[config.mk]
export PLATFORM = sky130hd
export DESIGN_NAME = hex_object_line_loader
export DESIGN_NICKNAME = d
export VERILOG_FILES = /design/src/rtl/core/hol_pkg.sv /design/src/rtl/core/hex_object_line_loader.sv
export SDC_FILE = /design/constraint.sdc
export NUM_CORES = 1
export LEC_CHECK = 0
export BUFFER_PORTS_ARGS = -buffer_cell sky130_fd_sc_hd__buf_2
export CAP_MARGIN = 15
export CELL_PAD_IN_SITES_DETAIL_PLACEMENT = 0
export CELL_PAD_IN_SITES_GLOBAL_PLACEMENT = 1
export CORE_MARGIN = 2
export CORE_UTILIZATION = 33
export DETAILED_ROUTE_END_ITERATION = 6
export GPL_TIMING_DRIVEN = 0
export PLACE_DENSITY_LB_ADDON = 0.08
export SETUP_SLACK_MARGIN = 0.05
export SYNTH_ARGS = -nofsm -noshare
export SYNTH_HDL_FRONTEND = slang
export SYNTH_SLANG_ARGS = --single-unit
[constraint.sdc]
create_clock -name clk -period 8.8 [get_ports clk]
set_input_delay 1.76 -clock clk [delete_from_list [all_inputs] [get_ports clk]]
set_output_delay 1.76 -clock clk [all_outputs]
set_load 0.05 [all_outputs]
[src/rtl/core/hol_pkg.sv]
package hol_pkg;

	localparam int BYTES_PER_LINE = 10;
	localparam int ADDRESS_BITS   = 12;
	localparam int BAR_COLUMN     = 28;

	localparam int DATA_COL  = 7;
	localparam int IDX_W     = (BYTES_PER_LINE > 1) ? $clog2(BYTES_PER_LINE) : 1;
	localparam int CNT_W     = $clog2(2 * BYTES_PER_LINE + 1);
	localparam int NB_W      = $clog2(BYTES_PER_LINE + 1);
	localparam int FREE_W    = ADDRESS_BITS + 1;
	localparam int SUM_W     = (ADDRESS_BITS + 1 > 13) ? ADDRESS_BITS + 1 : 13;
	localparam int LADDR_W   = 12;
	localparam int WADDR_W   = 12;
	localparam int LINE_W    = 16;
	localparam int TDATA_W   = 40;

	localparam logic [7:0] CH_NEWLINE = 8'd10;
	localparam logic [7:0] CH_SPACE   = 8'h20;
	localparam logic [7:0] CH_ZERO    = 8'h30;
	localparam logic [7:0] CH_X       = 8'h78;
	localparam logic [7:0] CH_COLON   = 8'h3a;
	localparam logic [7:0] CH_BAR     = 8'h7c;

	// check flag bit positions
	localparam int F_NOT_BLANK   = 0;
	localparam int F_NOT_COMMENT = 1;
	localparam int F_BAR_BAD     = 2;
	localparam int F_HEAD_BAD    = 3;
	localparam int F_DATA_ENDED  = 4;
	localparam int F_DATA_BAD    = 5;

	typedef enum logic [1:0] {
		KIND_WRITE  = 2'd0,
		KIND_ACCEPT = 2'd1,
		KIND_REJECT = 2'd2
	} kind_t;

	typedef enum logic [1:0] {
		S_IDLE,
		S_READ,
		S_EMIT,
		S_STATUS
	} state_t;

endpackage

[src/rtl/core/hex_object_line_loader.sv]
// Channel   Dir  tdata (low bit up)                                   tuser  tlast
// s_axis    in   character[7:0]                                       -      -
// m_axis    out  write_address[11:0] write_byte[19:12] line_number    kind   last
//                [35:20], zero pad [39:36]
// One character per cycle outside a newline; a non-newline never stalls input.
// A good line's newline blocks input while its data bytes drain, each through
// the line buffer's registered read port, and until its status loads.
// Output stalls hold the drain; the result register lets input resume while
// the status still waits. Reset (arst_n low) clears all control state.
module hex_object_line_loader (
	input  logic                          clk,
	input  logic                          arst_n,
	input  logic                          s_axis_tvalid,
	output logic                          s_axis_tready,
	input  logic [7:0]                    s_axis_tdata,   // character
	output logic                          m_axis_tvalid,
	input  logic                          m_axis_tready,
	output logic [hol_pkg::TDATA_W-1:0]   m_axis_tdata,   // write_address, write_byte,
	                                                      // line_number
	output logic [1:0]                    m_axis_tuser,   // kind
	output logic                          m_axis_tlast
);
	import hol_pkg::*;

	state_t state_q, state_d;

	logic [7:0]         column_q;
	logic [LADDR_W-1:0] line_address_q;
	logic [CNT_W-1:0]   digit_count_q;
	logic [7:0]         flags_q;
	logic [FREE_W-1:0]  next_free_q;
	logic [LINE_W-1:0]  line_counter_q;
	logic               halted_q;
	logic [3:0]         hi_nibble_q;

	logic [NB_W-1:0]    nbytes_q;
	logic [NB_W-1:0]    drain_idx_q;
	logic [LADDR_W-1:0] base_q;
	kind_t              status_kind_q;

	logic [7:0]         line_mem [BYTES_PER_LINE];
	logic [7:0]         rd_data_s1;

	logic               out_valid_q;
	kind_t              out_kind_q;
	logic [WADDR_W-1:0] out_addr_q;
	logic [7:0]         out_byte_q;
	logic [LINE_W-1:0]  out_line_q;
	logic               out_last_q;

	logic in_fire, is_nl, slot_free;
	logic load_write, load_status;

	assign in_fire   = s_axis_tvalid && s_axis_tready;
	assign is_nl     = (s_axis_tdata == CH_NEWLINE);
	assign slot_free = !out_valid_q || m_axis_tready;

	// hex decode
	logic       hex_ok;
	logic [3:0] hex_v;
	always_comb begin
		hex_ok = 1'b1;
		hex_v  = 4'd0;
		if (s_axis_tdata >= 8'h30 && s_axis_tdata <= 8'h39) begin
			hex_v = 4'(s_axis_tdata - 8'h30);
		end else if (s_axis_tdata >= 8'h61 && s_axis_tdata <= 8'h66) begin
			hex_v = 4'(s_axis_tdata - 8'h57);
		end else if (s_axis_tdata >= 8'h41 && s_axis_tdata <= 8'h46) begin
			hex_v = 4'(s_axis_tdata - 8'h37);
		end else begin
			hex_ok = 1'b0;
		end
	end

	// per-character line checks
	logic [7:0]         flags_d;
	logic [LADDR_W-1:0] laddr_d;
	logic [CNT_W-1:0]   dcount_d;
	logic               mem_we, take_hi;
	logic               is_space;
	always_comb begin
		flags_d  = flags_q;
		laddr_d  = line_address_q;
		dcount_d = digit_count_q;
		mem_we   = 1'b0;
		take_hi  = 1'b0;
		is_space = (s_axis_tdata == CH_SPACE);
		if (!is_space) begin
			flags_d[F_NOT_BLANK] = 1'b1;
			if (column_q <= 8'(BAR_COLUMN - 2)) flags_d[F_NOT_COMMENT] = 1'b1;
		end
		if ((column_q == 8'(BAR_COLUMN - 1) && !is_space) ||
		    (column_q == 8'(BAR_COLUMN) && s_axis_tdata != CH_BAR) ||
		    (column_q == 8'(BAR_COLUMN + 1) && !is_space))
			flags_d[F_BAR_BAD] = 1'b1;
		if ((column_q == 8'd0 && s_axis_tdata != CH_ZERO) ||
		    (column_q == 8'd1 && s_axis_tdata != CH_X) ||
		    (column_q == 8'd5 && s_axis_tdata != CH_COLON) ||
		    (column_q == 8'd6 && !is_space))
			flags_d[F_HEAD_BAD] = 1'b1;
		if (column_q >= 8'd2 && column_q <= 8'd4) begin
			if (!hex_ok) flags_d[F_HEAD_BAD] = 1'b1;
			else laddr_d = {line_address_q[LADDR_W-5:0], hex_v};
		end
		if (column_q >= 8'(DATA_COL) && column_q <= 8'(BAR_COLUMN - 2)) begin
			if (is_space) begin
				flags_d[F_DATA_ENDED] = 1'b1;
			end else if (hex_ok && !flags_q[F_DATA_ENDED]) begin
				if (digit_count_q >= CNT_W'(2 * BYTES_PER_LINE)) begin
					flags_d[F_DATA_BAD] = 1'b1;
				end else begin
					mem_we   = digit_count_q[0];
					take_hi  = !digit_count_q[0];
					dcount_d = digit_count_q + 1'b1;
				end
			end else begin
				flags_d[F_DATA_BAD] = 1'b1;
			end
		end
	end

	// end-of-line verdict
	logic            tail_ok, line_ok;
	logic [NB_W-1:0] nb_eff;
	logic [SUM_W-1:0] end_addr;
	always_comb begin
		tail_ok  = !flags_q[F_BAR_BAD] && column_q >= 8'(BAR_COLUMN + 2);
		nb_eff   = NB_W'(digit_count_q >> 1);
		end_addr = SUM_W'(line_address_q) + SUM_W'(nb_eff);
		if (!flags_q[F_NOT_BLANK]) begin
			line_ok = 1'b1;
			nb_eff  = '0;
		end else if (!flags_q[F_NOT_COMMENT]) begin
			line_ok = tail_ok;
			nb_eff  = '0;
		end else begin
			line_ok = tail_ok && !flags_q[F_HEAD_BAD] && !flags_q[F_DATA_BAD] &&
			          !digit_count_q[0] &&
			          SUM_W'(line_address_q) >= SUM_W'(next_free_q) &&
			          end_addr <= SUM_W'(1 << ADDRESS_BITS);
		end
	end

	// next state
	always_comb begin
		state_d = state_q;
		unique case (state_q)
			S_IDLE: begin
				if (in_fire && is_nl && !halted_q)
					state_d = (line_ok && nb_eff != '0) ? S_READ : S_STATUS;
			end
			S_READ: state_d = S_EMIT;
			S_EMIT: begin
				if (slot_free)
					state_d = (drain_idx_q == nbytes_q - 1'b1) ? S_STATUS : S_READ;
			end
			S_STATUS: begin
				if (slot_free) state_d = S_IDLE;
			end
			default: state_d = S_IDLE;
		endcase
	end

	// state outputs
	always_comb begin
		s_axis_tready = 1'b0;
		load_write    = 1'b0;
		load_status   = 1'b0;
		unique case (state_q)
			S_IDLE:   s_axis_tready = 1'b1;
			S_READ:   ;
			S_EMIT:   load_write  = slot_free;
			S_STATUS: load_status = slot_free;
			default:  ;
		endcase
	end

	// line byte buffer
	always_ff @(posedge clk) begin
		if (in_fire && !is_nl && !halted_q && mem_we)
			line_mem[IDX_W'(digit_count_q >> 1)] <= {hi_nibble_q, hex_v};
		rd_data_s1 <= line_mem[drain_idx_q[IDX_W-1:0]];
	end

	always_ff @(posedge clk) begin
		if (in_fire && !is_nl && !halted_q && take_hi) hi_nibble_q <= hex_v;
	end

	always_ff @(posedge clk or negedge arst_n) begin
		if (!arst_n) begin
			state_q        <= S_IDLE;
			column_q       <= '0;
			line_address_q <= '0;
			digit_count_q  <= '0;
			flags_q        <= '0;
			next_free_q    <= '0;
			line_counter_q <= LINE_W'(1);
			halted_q       <= 1'b0;
			nbytes_q       <= '0;
			drain_idx_q    <= '0;
			base_q         <= '0;
			status_kind_q  <= KIND_ACCEPT;
			out_valid_q    <= 1'b0;
		end else begin
			state_q <= state_d;
			if (in_fire) begin
				if (is_nl) begin
					column_q       <= '0;
					line_address_q <= '0;
					digit_count_q  <= '0;
					flags_q        <= '0;
					if (!halted_q) begin
						nbytes_q      <= nb_eff;
						drain_idx_q   <= '0;
						base_q        <= line_address_q;
						status_kind_q <= line_ok ? KIND_ACCEPT : KIND_REJECT;
						if (!line_ok) halted_q <= 1'b1;
						if (line_ok && nb_eff != '0) next_free_q <= FREE_W'(end_addr);
					end
				end else if (!halted_q) begin
					line_address_q <= laddr_d;
					digit_count_q  <= dcount_d;
					flags_q        <= flags_d;
					if (column_q != 8'hff) column_q <= column_q + 1'b1;
				end
			end
			if (load_write) drain_idx_q <= drain_idx_q + 1'b1;
			if (load_status && status_kind_q == KIND_ACCEPT &&
			    line_counter_q != {LINE_W{1'b1}})
				line_counter_q <= line_counter_q + 1'b1;
			if (load_write || load_status) out_valid_q <= 1'b1;
			else if (m_axis_tready) out_valid_q <= 1'b0;
		end
	end

	// result register payload
	always_ff @(posedge clk) begin
		if (load_write) begin
			out_kind_q <= KIND_WRITE;
			out_addr_q <= WADDR_W'(base_q + LADDR_W'(drain_idx_q));
			out_byte_q <= rd_data_s1;
			out_line_q <= line_counter_q;
			out_last_q <= 1'b0;
		end else if (load_status) begin
			out_kind_q <= status_kind_q;
			out_addr_q <= '0;
			out_byte_q <= '0;
			out_line_q <= line_counter_q;
			out_last_q <= 1'b1;
		end
	end

	assign m_axis_tvalid = out_valid_q;
	assign m_axis_tdata  = {4'd0, out_line_q, out_byte_q, out_addr_q};
	assign m_axis_tuser  = out_kind_q;
	assign m_axis_tlast  = out_last_q;

endmodule
==> results_dict.tcl <==
set metrics [dict create \
    clock_sinks 217 \
    synthArstFlopShare_pct 39.6 \
    grt_max_degree 63 \
    drt_iter0_markers 280 \
    fmax_ghz 0.216 \
    ys_seq_area_share_pct 59.4 \
    first_pass_iters 4 \
    vias_per_cell 4.95 \
    cts_root_buf "clkbuf_16" \
    min_path_cells 2 \
    cts_made_buffers 25 \
    crit_chain "buf_2, inv_1, ha_1, or3b_2, nand4_1, a2111oi_4, nand3_1, or3b_1, nor3_1, buf_4" \
    area_delta_synth_final_pct 15.8 \
    tightest_slew_ps 1130 \
    htreeDepth 1 \
    finalPower_mw 3.17 \
    grt_pass1_vias 6714 \
    syn_area_per_cell_um2 12.3 \
    hold_end "m_axis_tuser[0]$_SDFFE_PP0P_" \
    tritoncts "yes" \
    wire_per_inst_um 17.6 \
    period_share_pct 52.5 \
    gp_congestion 0.765 \
    rrSetupSlack_ps 5110 \
    power_density_mw_per_mm2 272 \
    row_count 63 \
    die_w_um 179 \
    synthFlopType "edfxtp_1" \
    cts_resized 0 \
    hold_path_class "flop to flop" \
    drv_cap 0 \
    dp_hpwl_um 16600 \
    worstPathMaxFanout 7 \
    reg2regPathDepth 8 \
    drc 0 \
    cp_top_family "simple AND/OR/NAND/NOR gates" \
    ios 57 \
    start_util_pct 33.7 \
    cts_hold_buf 0 \
    clock_latency_ps 520 \
    p_leak_nw 4.74 \
    mostFrequentLayoutCell "edfxtp_1" \
    final_cell_mix "edfxtp_1, nand2_1, dfrtp_1, buf_2, nor2_1" \
    grt_overflow 0 \
    slew_headroom_pct 24.9 \
    critical_path.n_buffers_inverters 3 \
    synthDistinctLibCells 68 \
    crit_required_ps 9020 \
    path_class "input pin to flop" \
    synth-edff-count 120 \
    portBuffers 51 \
    fin_util_pct 39.0 \
    cts_setup_buffers 0 \
    drt-total-wl_um 23200 \
    rr_endpoint "line_mem[2][6]$_DFFE_PP_" \
    setup_tns_ps 0 \
    netlist_area_mm2 0.0101 \
    route.vias.total 6520 \
    hold_violations 0 \
    ant_nets 0 \
    rr_startpoint "state_q[0]$_DFFE_PN0P_" \
    die_h_um 179 \
    fin_skew_ps 19.1 \
    slew_violations 0 \
    layout-drive-gt1-share_pct 15.5 \
    fp.coreArea_mm2 0.0299 \
    grt_pass1_wl_um 37000 \
    endpoint_kind "flop" \
    rsz0062_at_grt "false" \
    status "finished, final reports clean" \
    die_area_mm2 0.0319 \
    synth_warnings 0 \
    antenna_found_initial 0 \
    cp_slowest_stage_delay_ps 610 \
    track_usage_pct 14.9 \
    slowest_stage "a2111oi_4" \
    max-clock-path-buffers 3 \
    hp-start "m_axis_tuser[0]$_SDFFE_PP0P_" \
    worst-path-stages 10 \
    arrival_ps 4840 \
    post-route-min-period_ps 4620 \
    worstSetupStartpointType "input pin" \
    diodes 0 \
    path_clk_slew_ps 60 \
    finalSetupViolations 0 \
    nets 958 \
    netlist_instances 822 \
    ir_drop_v 0.000171 \
    ys_ff_latch 217 \
]
==> cells in the mapped netlist (all sizes together), types with 3 or more instances <==
cell / n / share of area (%)
and2: 11 / 0.68
nand2b: 10 / 0.62
a21oi: 22 / 1.1
inv: 32 / 1.2
edfxtp: 120 / 36
nand4: 17 / 1.1
mux2i: 17 / 1.7
buf: 13 / 0.94
mux4: 16 / 3.6
o21bai: 3 / 0.22
nor3: 12 / 0.60
and4: 6 / 0.52
o31ai: 6 / 0.45
o211ai: 6 / 0.45
ha: 34 / 4.2
o21ai: 28 / 1.4
nand2: 89 / 3.3
xor2: 23 / 2.0
nand3: 43 / 2.1
a21o: 3 / 0.22
mux2: 8 / 1.0
nor4: 4 / 0.25
nand4b: 3 / 0.26
dfxtp: 11 / 2.2
o22ai: 3 / 0.19
xnor2: 27 / 2.3
a31o: 3 / 0.26
nor2b: 13 / 0.81
o21a: 5 / 0.37
and3: 9 / 0.56
a31oi: 3 / 0.19
nor3b: 4 / 0.30
or3b: 3 / 0.26
or3: 7 / 0.43
dfrtp: 84 / 21
or2: 5 / 0.31
nor2: 53 / 2.0
a211oi: 14 / 1.0
clkbuf: 25 / 0.93
==> layer usage <==
| metal | vias up | routed length, um | GRT usage, % |
|---|---|---|---|
| li1 | 3152 | - | - |
| met1 | 3240 | 10800 | 20.1 |
| met2 | 100 | 11100 | 25.4 |
| met3 | 28 | 915 | 2.25 |
| met4 | 0 | 386 | 3.39 |
| met5 | - | 0 | 0 |
==> tightest hold or removal path: cells and delay by family, from the launching register on <==
family,cells,cell delay (ps)
and+or+nand+nor,1,50
DFF,1,320
AOI/OAI and AO/OA,1,60
==> registers in the layout, summed over array words and instances (netlist names), 12 cells and up <==
signal          cells
next_free_q        13
line_counter_q     16
line_address_q     12
out_line_q         16
base_q             12
out_addr_q         12
line_mem           80
==> stage by stage <==
step / instances / worst slack [ps] / cell area, um^2 / hold slack (ps)
floorplan: 825 / 4260 / 10100 / 443
global placement: 1266 / 3280 / 10800 / 469
detailed placement: 1273 / 3620 / 10900 / 477
CTS: 1318 / 4140 / 11700 / 486
global route: 1318 / 3830 / 11700 / 504
finish: 1318 / 4180 / 11700 / 476
==> power by group <==
part           total, mW  leakage (nW)  switching, mW  internal (mW)
Sequential          1.29          2.29         0.0725           1.22
Clock              0.958         0.370          0.396          0.562
Combinational      0.921          2.08          0.634          0.287
Total               3.17          4.74           1.10           2.07
==> logic make-up after synthesis <==
family / Yosys count / share of synthesized area (%)
AND/OR/NAND/NOR: 294 / 14.6
adder cells (fa/ha/maj): 36 / 4.62
flip-flops: 217 / 59.4
AO/OA/AOI/OAI: 113 / 7.67
buffers and inverters: 70 / 3.07
multiplexers: 41 / 6.31
other: 1 / 0.0372
XOR/XNOR: 50 / 4.35
==> how the worst max path moves through the flow <==
stage,start,to,slack [ps]
final,s_axis_tdata[0],line_mem[2][6]$_DFFE_PP_,4180
after detailed placement,s_axis_tdata[0],line_mem[2][4]$_DFFE_PP_,3620
after global routing,s_axis_tdata[0],line_mem[2][7]$_DFFE_PP_,3830
after floorplan,s_axis_tdata[0],line_mem[2][0]$_DFFE_PP_,4260
after global placement,s_axis_tdata[0],line_mem[8][4]$_DFFE_PP_,3280
after CTS,s_axis_tdata[0],line_mem[2][6]$_DFFE_PP_,4140
==> layout make-up <==
| type | instances | area, um^2 |
|---|---|---|
| Buffer | 38 | 189 |
| Fill cell | 2900 | 18200 |
| Tap cell | 390 | 488 |
| Sequential cell | 217 | 5980 |
| Multi-Input combinational cell | 538 | 3800 |
| Clock inverter | 8 | 36.3 |
| Timing Repair Buffer | 58 | 328 |
| Clock buffer | 37 | 721 |
| Inverter | 32 | 120 |
No activity file was read; power rests on OpenSTA's default activity.
